`src/sv/visual_crypto_share_expander_unit_macros.svh`:
```
// Assertion macros for the share expander.
`ifndef VISUAL_CRYPTO_SHARE_EXPANDER_UNIT_MACROS_SVH
`define VISUAL_CRYPTO_SHARE_EXPANDER_UNIT_MACROS_SVH
`ifndef SYNTH
`define VCSE_ASSERT_IMPL(label, clk, rst_n, ante, cons) \
    label: assert property (@(posedge clk) disable iff (!rst_n) (ante) |-> (cons)) \
        else $error("share expander check failed");
`define VCSE_ASSERT_NEXT(label, clk, rst_n, ante, cons) \
    label: assert property (@(posedge clk) disable iff (!rst_n) (ante) |=> (cons)) \
        else $error("share expander check failed");
`else
`define VCSE_ASSERT_IMPL(label, clk, rst_n, ante, cons)
`define VCSE_ASSERT_NEXT(label, clk, rst_n, ante, cons)
`endif
`endif

```
`src/sv/vcse_pkg.sv`:
```
package vcse_pkg;

    localparam int MaxWidth   = 4096;
    localparam int CfgW       = 13;
    localparam int WidthA     = $clog2(MaxWidth) + 1;
    // Working width for pixel counts; wide enough for the register and the limit.
    localparam int WorkW      = (CfgW > WidthA) ? CfgW : WidthA;
    localparam int ColW       = (MaxWidth > 8) ? $clog2(MaxWidth / 8) : 1;
    localparam int QueueDepth = 2;
    localparam int QueueCntW  = $clog2(QueueDepth + 1);
    localparam int QueuePtrW  = $clog2(QueueDepth);

    localparam logic [CfgW-1:0] WidthReset = CfgW'(8);

    localparam logic OpKey   = 1'b0;
    localparam logic OpImage = 1'b1;

    localparam logic [1:0] StKeyTaken   = 2'd0;
    localparam logic [1:0] StShares     = 2'd1;
    localparam logic [1:0] StKeyDropped = 2'd2;
    localparam logic [1:0] StRefused    = 2'd3;

    typedef struct packed {
        logic       is_image;
        logic [7:0] data_byte;
    } t_item;

endpackage

```
`src/sv/vcse_front.sv`:
```
module vcse_front (
    input  logic            i_clk,
    input  logic            i_rst_n,
    input  logic            i_in_valid,
    output logic            o_in_ready,
    input  logic            i_opcode,
    input  logic [7:0]      i_data_byte,
    output logic            o_item_valid,
    input  logic            i_item_ready,
    output vcse_pkg::t_item o_item
);

    vcse_pkg::t_item                     r_mem [vcse_pkg::QueueDepth];
    logic [vcse_pkg::QueuePtrW-1:0]      r_wr_ptr;
    logic [vcse_pkg::QueuePtrW-1:0]      r_rd_ptr;
    logic [vcse_pkg::QueueCntW-1:0]      r_count;
    logic [vcse_pkg::QueuePtrW-1:0]      n_wr_ptr;
    logic [vcse_pkg::QueuePtrW-1:0]      n_rd_ptr;
    logic [vcse_pkg::QueueCntW-1:0]      n_count;
    logic                                push;
    logic                                pop;
    vcse_pkg::t_item                     in_item;

    assign o_in_ready   = (r_count != vcse_pkg::QueueCntW'(vcse_pkg::QueueDepth));
    assign o_item_valid = (r_count != '0);
    assign o_item       = r_mem[r_rd_ptr];
    assign push         = i_in_valid && o_in_ready;
    assign pop          = o_item_valid && i_item_ready;

    always_comb begin
        in_item.is_image  = (i_opcode == vcse_pkg::OpImage);
        in_item.data_byte = i_data_byte;
    end

    always_comb begin
        n_wr_ptr = r_wr_ptr;
        n_rd_ptr = r_rd_ptr;
        n_count  = r_count;
        if (push) begin
            n_wr_ptr = (r_wr_ptr == vcse_pkg::QueuePtrW'(vcse_pkg::QueueDepth - 1))
                       ? '0 : r_wr_ptr + vcse_pkg::QueuePtrW'(1);
        end
        if (pop) begin
            n_rd_ptr = (r_rd_ptr == vcse_pkg::QueuePtrW'(vcse_pkg::QueueDepth - 1))
                       ? '0 : r_rd_ptr + vcse_pkg::QueuePtrW'(1);
        end
        if (push && !pop) begin
            n_count = r_count + vcse_pkg::QueueCntW'(1);
        end else if (pop && !push) begin
            n_count = r_count - vcse_pkg::QueueCntW'(1);
        end
    end

    always_ff @(posedge i_clk) begin
        if (!i_rst_n) begin
            r_wr_ptr <= '0;
            r_rd_ptr <= '0;
            r_count  <= '0;
        end else begin
            r_wr_ptr <= n_wr_ptr;
            r_rd_ptr <= n_rd_ptr;
            r_count  <= n_count;
        end
    end

    always_ff @(posedge i_clk) begin
        if (push) begin
            r_mem[r_wr_ptr] <= in_item;
        end
    end

endmodule

```
`src/sv/vcse_back.sv`:
```
module vcse_back (
    input  logic                      i_clk,
    input  logic                      i_rst_n,
    input  logic                      i_cfg_we,
    input  logic [vcse_pkg::CfgW-1:0] i_cfg_data,
    input  logic                      i_item_valid,
    output logic                      o_item_ready,
    input  vcse_pkg::t_item           i_item,
    output logic                      o_out_valid,
    input  logic                      i_out_ready,
    output logic [1:0]                o_status,
    output logic [15:0]               o_share1_top,
    output logic [15:0]               o_share1_bottom,
    output logic [15:0]               o_share2_top,
    output logic [15:0]               o_share2_bottom,
    output logic                      o_low_byte_used,
    output logic                      o_row_end,
    output logic [4:0]                o_key_bits_held
);

    localparam int WW = vcse_pkg::WorkW;
    localparam int CW = vcse_pkg::ColW;

    logic [vcse_pkg::CfgW-1:0] r_width;
    logic [CW-1:0]             r_column;
    logic [15:0]               r_key_queue;
    logic [4:0]                r_key_count;
    logic                      r_out_valid;
    logic [1:0]                r_status;
    logic [15:0]               r_s1t;
    logic [15:0]               r_s1b;
    logic [15:0]               r_s2t;
    logic [15:0]               r_s2b;
    logic                      r_low_used;
    logic                      r_row_end;

    logic [CW-1:0]             n_column;
    logic [15:0]               n_key_queue;
    logic [4:0]                n_key_count;
    logic [1:0]                n_status;
    logic [15:0]               n_s1t;
    logic [15:0]               n_s1b;
    logic [15:0]               n_s2t;
    logic [15:0]               n_s2b;
    logic                      n_low_used;
    logic                      n_row_end;

    logic                      fire;
    logic [WW-1:0]             width_ext;
    logic [WW-1:0]             w_eff;
    logic [WW-1:0]             row_bytes;
    logic [CW-1:0]             col_eff;
    logic [WW-1:0]             remain;
    logic [3:0]                n_pix;
    logic                      last_col;
    logic [15:0]               key_ins;

    assign o_item_ready = !r_out_valid || i_out_ready;
    assign fire         = i_item_valid && o_item_ready;

    // Row geometry, with the width clamped into its legal range.
    always_comb begin
        width_ext = WW'(r_width);
        if (width_ext == '0) begin
            w_eff = WW'(1);
        end else if (width_ext > WW'(vcse_pkg::MaxWidth)) begin
            w_eff = WW'(vcse_pkg::MaxWidth);
        end else begin
            w_eff = width_ext;
        end
        row_bytes = (w_eff + WW'(7)) >> 3;
        col_eff   = (WW'(r_column) >= row_bytes) ? '0 : r_column;
        remain    = w_eff - WW'({col_eff, 3'b000});
        n_pix     = (remain > WW'(8)) ? 4'd8 : remain[3:0];
        last_col  = (WW'(col_eff) + WW'(1)) >= row_bytes;
        key_ins   = 16'({i_item.data_byte, 8'h00} >> r_key_count);
    end

    always_comb begin
        n_column    = r_column;
        n_key_queue = r_key_queue;
        n_key_count = r_key_count;
        n_status    = vcse_pkg::StKeyTaken;
        n_s1t       = '0;
        n_s1b       = '0;
        n_s2t       = '0;
        n_s2b       = '0;
        n_low_used  = 1'b0;
        n_row_end   = 1'b0;
        if (!i_item.is_image) begin
            if (r_key_count <= 5'd8) begin
                n_key_queue = r_key_queue | key_ins;
                n_key_count = r_key_count + 5'd8;
                n_status    = vcse_pkg::StKeyTaken;
            end else begin
                n_status    = vcse_pkg::StKeyDropped;
            end
        end else if (r_key_count < 5'(n_pix)) begin
            n_status = vcse_pkg::StRefused;
        end else begin
            // Each valid pixel of the byte takes the key bit at the same place from the head of the key queue.
            for (int k = 0; k < 8; k++) begin
                if (4'(k) < n_pix) begin
                    n_s1t[15-2*k] = !r_key_queue[15-k];
                    n_s1t[14-2*k] =  r_key_queue[15-k];
                    n_s1b[15-2*k] =  r_key_queue[15-k];
                    n_s1b[14-2*k] = !r_key_queue[15-k];
                    n_s2t[15-2*k] = !r_key_queue[15-k] ^ i_item.data_byte[7-k];
                    n_s2t[14-2*k] =  r_key_queue[15-k] ^ i_item.data_byte[7-k];
                    n_s2b[15-2*k] =  r_key_queue[15-k] ^ i_item.data_byte[7-k];
                    n_s2b[14-2*k] = !r_key_queue[15-k] ^ i_item.data_byte[7-k];
                end
            end
            n_key_queue = r_key_queue << n_pix;
            n_key_count = r_key_count - 5'(n_pix);
            n_low_used  = (n_pix > 4'd4);
            n_row_end   = last_col;
            n_column    = last_col ? '0 : CW'(col_eff + CW'(1));
            n_status    = vcse_pkg::StShares;
        end
    end

    always_ff @(posedge i_clk) begin
        if (!i_rst_n) begin
            r_width     <= vcse_pkg::WidthReset;
            r_column    <= '0;
            r_key_queue <= '0;
            r_key_count <= '0;
            r_out_valid <= 1'b0;
        end else begin
            if (i_cfg_we) begin
                r_width <= i_cfg_data;
            end
            if (fire) begin
                r_column    <= n_column;
                r_key_queue <= n_key_queue;
                r_key_count <= n_key_count;
                r_out_valid <= 1'b1;
            end else if (i_out_ready) begin
                r_out_valid <= 1'b0;
            end
        end
    end

    always_ff @(posedge i_clk) begin
        if (fire) begin
            r_status   <= n_status;
            r_s1t      <= n_s1t;
            r_s1b      <= n_s1b;
            r_s2t      <= n_s2t;
            r_s2b      <= n_s2b;
            r_low_used <= n_low_used;
            r_row_end  <= n_row_end;
        end
    end

    assign o_out_valid     = r_out_valid;
    assign o_status        = r_status;
    assign o_share1_top    = r_s1t;
    assign o_share1_bottom = r_s1b;
    assign o_share2_top    = r_s2t;
    assign o_share2_bottom = r_s2b;
    assign o_low_byte_used = r_low_used;
    assign o_row_end       = r_row_end;
    assign o_key_bits_held = r_key_count;

`include "visual_crypto_share_expander_unit_macros.svh"

    `VCSE_ASSERT_IMPL(a_count_max, i_clk, i_rst_n, 1'b1, r_key_count <= 5'd16)
    `VCSE_ASSERT_NEXT(a_refuse_keeps, i_clk, i_rst_n,
        fire && (n_status == vcse_pkg::StRefused),
        $stable(r_key_count) && $stable(r_key_queue) && $stable(r_column))
    `VCSE_ASSERT_IMPL(a_key_taken_cnt, i_clk, i_rst_n,
        r_out_valid && (r_status == vcse_pkg::StKeyTaken), r_key_count >= 5'd8)
    `VCSE_ASSERT_IMPL(a_row_end_col, i_clk, i_rst_n,
        r_out_valid && r_row_end, r_column == '0)

endmodule

```
`src/sv/visual_crypto_share_expander_unit.sv`:
```
// Flow: an accepted request is written into the request queue, and its result is loaded
// into the output register when the execute stage takes it from the queue.
// Throughput: one request per cycle while the output is taken, set by the execute stage
// behind a two-entry request queue; the output register frees as soon as it is taken.
// Reset (synchronous, active low) empties the queue and the output register,
// clears the key bits and the column, and sets the row width to eight pixels.
module visual_crypto_share_expander_unit (
    input  logic                      i_clk,
    input  logic                      i_rst_n,
    input  logic                      i_cfg_we,
    input  logic [vcse_pkg::CfgW-1:0] i_cfg_data,
    input  logic                      i_in_valid,
    output logic                      o_in_ready,
    input  logic                      i_opcode,
    input  logic [7:0]                i_data_byte,
    output logic                      o_out_valid,
    input  logic                      i_out_ready,
    output logic [1:0]                o_status,
    output logic [15:0]               o_share1_top,
    output logic [15:0]               o_share1_bottom,
    output logic [15:0]               o_share2_top,
    output logic [15:0]               o_share2_bottom,
    output logic                      o_low_byte_used,
    output logic                      o_row_end,
    output logic [4:0]                o_key_bits_held
);

    vcse_pkg::t_item item;
    logic            item_valid;
    logic            item_ready;

    vcse_front u_front (
        .i_clk        (i_clk),
        .i_rst_n      (i_rst_n),
        .i_in_valid   (i_in_valid),
        .o_in_ready   (o_in_ready),
        .i_opcode     (i_opcode),
        .i_data_byte  (i_data_byte),
        .o_item_valid (item_valid),
        .i_item_ready (item_ready),
        .o_item       (item)
    );

    vcse_back u_back (
        .i_clk           (i_clk),
        .i_rst_n         (i_rst_n),
        .i_cfg_we        (i_cfg_we),
        .i_cfg_data      (i_cfg_data),
        .i_item_valid    (item_valid),
        .o_item_ready    (item_ready),
        .i_item          (item),
        .o_out_valid     (o_out_valid),
        .i_out_ready     (i_out_ready),
        .o_status        (o_status),
        .o_share1_top    (o_share1_top),
        .o_share1_bottom (o_share1_bottom),
        .o_share2_top    (o_share2_top),
        .o_share2_bottom (o_share2_bottom),
        .o_low_byte_used (o_low_byte_used),
        .o_row_end       (o_row_end),
        .o_key_bits_held (o_key_bits_held)
    );

endmodule
```
`config.mk`:
```
export PLATFORM = sky130hd
export DESIGN_NAME = visual_crypto_share_expander_unit
export DESIGN_NICKNAME = d
export VERILOG_FILES = /design/src/sv/vcse_pkg.sv /design/src/sv/vcse_front.sv /design/src/sv/vcse_back.sv /design/src/sv/visual_crypto_share_expander_unit.sv
export VERILOG_INCLUDE_DIRS = /design/src /design/src/sv
export SDC_FILE = /design/constraint.sdc
export NUM_CORES = 1
export LEC_CHECK = 0
export ABC_AREA = 1
export BUFFER_PORTS_ARGS = -buffer_cell sky130_fd_sc_hd__buf_2
export CAP_MARGIN = 20
export CORE_ASPECT_RATIO = 1.4
export CORE_MARGIN = 2
export CORE_UTILIZATION = 58
export DETAILED_ROUTE_END_ITERATION = 7
export GPL_ROUTABILITY_DRIVEN = 0
export GPL_TIMING_DRIVEN = 1
export PLACE_DENSITY = 0.81
export SYNTH_ARGS = -nofsm -noshare
export SYNTH_HDL_FRONTEND = slang
export SYNTH_SLANG_ARGS = --single-unit
```
`constraint.sdc`:
```
create_clock -name i_clk -period 9.4 [get_ports i_clk]
set_input_delay 1.88 -clock i_clk [delete_from_list [all_inputs] [get_ports i_clk]]
set_output_delay 1.88 -clock i_clk [all_outputs]
set_load 0.01 [all_outputs]
```
==> flow_metrics.env <==
export IMPL_grt_pass1_vias=6103
export IMPL_portBuffers=101
export IMPL_postCtsHoldBufs=0
export IMPL_layout_nets=1068
export IMPL_crit_slowest_cell="nor2_1"
export IMPL_die_h_um=133
export IMPL_busiest_layer="met2"
export IMPL_vias_per_cell=5.68
export IMPL_cp_data_arrival_time_ns=8.63
export IMPL_cts_sinks=103
export IMPL_min_path_cells=2
export IMPL_grt_use_total_pct=28.6
export IMPL_swShare_pct=45.3
export IMPL_worstPathRequired_ns=9.70
export IMPL_syn_area_per_cell_um2=7.34
export IMPL_fin_crit_ns=8.32
export IMPL_grt_max_degree=41
export IMPL_grt_first_pass_wirelength_um=28400
export IMPL_met2_usage_pct=49.0
export IMPL_tns_ns=0
export IMPL_slowest_delay_ns=0.51
export IMPL_r2r_slack_ns=1.08
export IMPL_power_frac_seq_pct=34.9
export IMPL_cts_root_buf="clkbuf_16"
export IMPL_synth_ff_type="edfxtp_1"
export IMPL_die_area_mm2=0.0129
export IMPL_status="complete, no violations"
export IMPL_drive_gt1_share_pct=15.6
export IMPL_core_area_mm2=0.0118
export IMPL_synth_seq_cells=103
export IMPL_antenna_found_initial=0
export IMPL_clkTransAtPathRegs_ns=0.07
export IMPL_p_per_area_mw_per_mm2=285
export IMPL_crit_top_cell="nand2_1"
export IMPL_yosysUniqueCellTypes=47
export IMPL_synth_area_mm2=0.00693
export IMPL_synth_edff_count=54
export IMPL_final_max_slew_viol_count=0
export IMPL_leakagePower_uw=0.00354
export IMPL_cts_htree_levels=3
export IMPL_layout_common_cells="216 x nand2_1, 105 x inv_1, 105 x nor2_1"
export IMPL_final_common_cell="nand2_1"
export IMPL_ir_drop_mv=0.136
export IMPL_std_cell_rows=47
export IMPL_hold_violations=0
export IMPL_drc_errors=0
export IMPL_cts_made_buffers=9
export IMPL_ant_nets=0
export IMPL_routed_via_count=6577
export IMPL_power_switching_uw=977
export IMPL_post_dp_cell_area_mm2=0.00730
export IMPL_drt_iter0_markers=665
export IMPL_synth_top_area_share_pct=23.4
export IMPL_dp_cells=1142
export IMPL_critPathTopFamily="simple AND/OR/NAND/NOR gates"
export IMPL_r2r_cells=59
export IMPL_start_util_pct=58.9
export IMPL_clk_path_buf_depth=2
export IMPL_hold_start="u_back.r_width[10]$_SDFFE_PN0P_"
export IMPL_rsz0062_at_grt="no"
export IMPL_top_level_ports=102
export IMPL_dp_hpwl_um=13600
export IMPL_tightest_slew_ns=1.06
export IMPL_r2r_start="u_back.r_width[5]$_SDFFE_PN0P_"
export IMPL_die_w_um=96.4
export IMPL_cp_end_kind="flop"
export IMPL_synthToLayoutAreaGrowth_pct=9.48
export IMPL_fin_worst_skew_ns=0.00824
export IMPL_cp_start_kind="flop"
export IMPL_fin_worst_hold_slack_ns=0.465
export IMPL_p_comb_share_pct=48.3
export IMPL_first_pass_iters=6
export IMPL_fin_cells=1158
export IMPL_p_clk_share_pct=16.8
export IMPL_synth_top_cell_by_area="edfxtp_1"
export IMPL_slew_headroom_pct=28.9
export IMPL_clk_latency_ns=0.36
export IMPL_syn_inst=944
export IMPL_crit_fanout=15
export IMPL_cts_tree="yes"
export IMPL_synth_warning_count=0
export IMPL_fmaxAchievable_mhz=120
export IMPL_critical_path_class="flop to flop"
export IMPL_wl_per_cell_um=15.2
export IMPL_cts_setup_buffers=0
export IMPL_power_internal_uw=1180
export IMPL_cap_violations=0
export IMPL_finalSetupViolCount=0
export IMPL_seq_area_frac_synth_pct=37.6
export IMPL_synth_area_top_cells="edfxtp_1 23%, dfxtp_1 14%, nand2_1 12%"
export IMPL_min_to="u_back.r_width[10]$_SDFFE_PN0P_"
export IMPL_grt_ovfl_total=0
export IMPL_diodes=0
export IMPL_routed_wl_um=17600
export IMPL_timing_final_crit_share_pct=88.5
export IMPL_async_flop_share_pct=0
export IMPL_gr_usage_met3_pct=4.58
export IMPL_cts_resized=0
export IMPL_grt_util_met1_pct=31.3
export IMPL_holdCritPathClass="flop to flop"
export IMPL_rr_endpoint="u_back.r_key_queue[14]$_SDFFE_PN0P_"
export IMPL_synth_net_count=1006
export IMPL_critPathBufInv=10
export IMPL_fin_area_mm2=0.00759
[routing by layer]
metal	vias to the layer above	wire length, um
met4	0	1320
met5	-	0
met2	316	8810
met1	2923	6460
met3	105	999
li1	3233	-
[power groups by stage]
stage | clock [uW] | sequential, uW | combinational [uW]
after floorplan | 0 | 792 | 733
final | 363 | 754 | 1040
after global routing | 378 | 777 | 1170
after global placement | 0 | 755 | 1000
after detailed placement | 0 | 763 | 1020
after CTS | 364 | 753 | 1030
[metrics by stage]
step                setup slack (ns)  util, %  power (uW)
finish                          1.08     64.5        2160
global route                  0.0535     64.5        2330
CTS                             1.21     64.5        2150
detailed placement              1.26     62.1        1790
global placement                1.74     62.1        1760
floorplan                       2.67        -        1530
[kinds of logic (layout without fill, tap and decap cells)]
| logic type | Yosys count | count (layout) | synth area share (%) |
|---|---|---|---|
| AO/OA/AOI/OAI | 176 | 176 | 13.5 |
| buffers and inverters | 169 | 236 | 11.3 |
| AND/OR/NAND/NOR | 437 | 437 | 28.0 |
| multiplexers | 4 | 4 | 0.578 |
| adder cells (fa/ha/maj) | 35 | 35 | 6.54 |
| XOR/XNOR | 20 | 20 | 2.53 |
| flip-flops | 103 | 103 | 37.6 |
[registers in the layout, summed over array words and instances, names as in the netlist, named ones only]
signal,cells
u_back.r_column,9
u_front.r_count,2
u_back.o_key_bits_held,5
u_back.o_row_end,1
u_back.r_key_queue,16
u_back.o_out_valid,1
u_back.o_status,2
u_front.r_wr_ptr,1
u_front.r_mem,18
u_back.r_width,13
u_back.o_share1_bottom,8
u_back.o_share2_bottom,8
u_back.o_share1_top,8
u_back.o_share2_top,8
u_back.o_low_byte_used,1
u_front.r_rd_ptr,1
[worst max path at each step]
stage                                   startpoint  depth (start not counted)                                      to  slack (ns)
finish              u_back.r_width[5]$_SDFFE_PN0P_                         59     u_back.r_key_queue[14]$_SDFFE_PN0P_        1.08
global route        u_back.r_width[5]$_SDFFE_PN0P_                         60     u_back.r_key_queue[15]$_SDFFE_PN0P_        0.05
CTS                 u_back.r_width[5]$_SDFFE_PN0P_                         59     u_back.r_key_queue[15]$_SDFFE_PN0P_        1.21
detailed placement  u_back.r_width[5]$_SDFFE_PN0P_                         59     u_back.r_key_queue[15]$_SDFFE_PN0P_        1.26
global placement    u_back.r_width[4]$_SDFFE_PN0P_                         59     u_back.r_key_queue[14]$_SDFFE_PN0P_        1.74
floorplan           u_back.r_width[6]$_SDFFE_PN0P_                         57  u_back.o_key_bits_held[4]$_SDFFE_PN0P_        2.67
[synth_stat cells, drive strengths merged (2+ instances only)]
library cell  number
nand3b             5
a211oi             2
a31oi             11
nand3             62
a221oi             2
mux2i              4
inv              112
nor2             114
xnor2              4
fa                 2
xor2              16
clkinv             5
nor4               2
nor3               8
clkbuf            15
dfxtp             49
o21ai             78
nand4             15
edfxtp            54
buf               37
o22ai              4
ha                33
or2                4
nand2            225
a21oi             74
[tightest hold or removal path, cell delays in order, from the launching register on]
cell,delay [ns]
dfxtp_1,0.31
inv_2,0.05
a21oi_1,0.06
[area by class of cell]
class,count,area (um2)
timing repair buffer,103,520
multi-input combinational,672,3560
inverter,117,439
sequential,103,2600
tap,147,184
clock inverter,6,53.8
clock buffer,10,229
fill,1083,4170
Note: power is estimated with default switching activity, not from simulation.
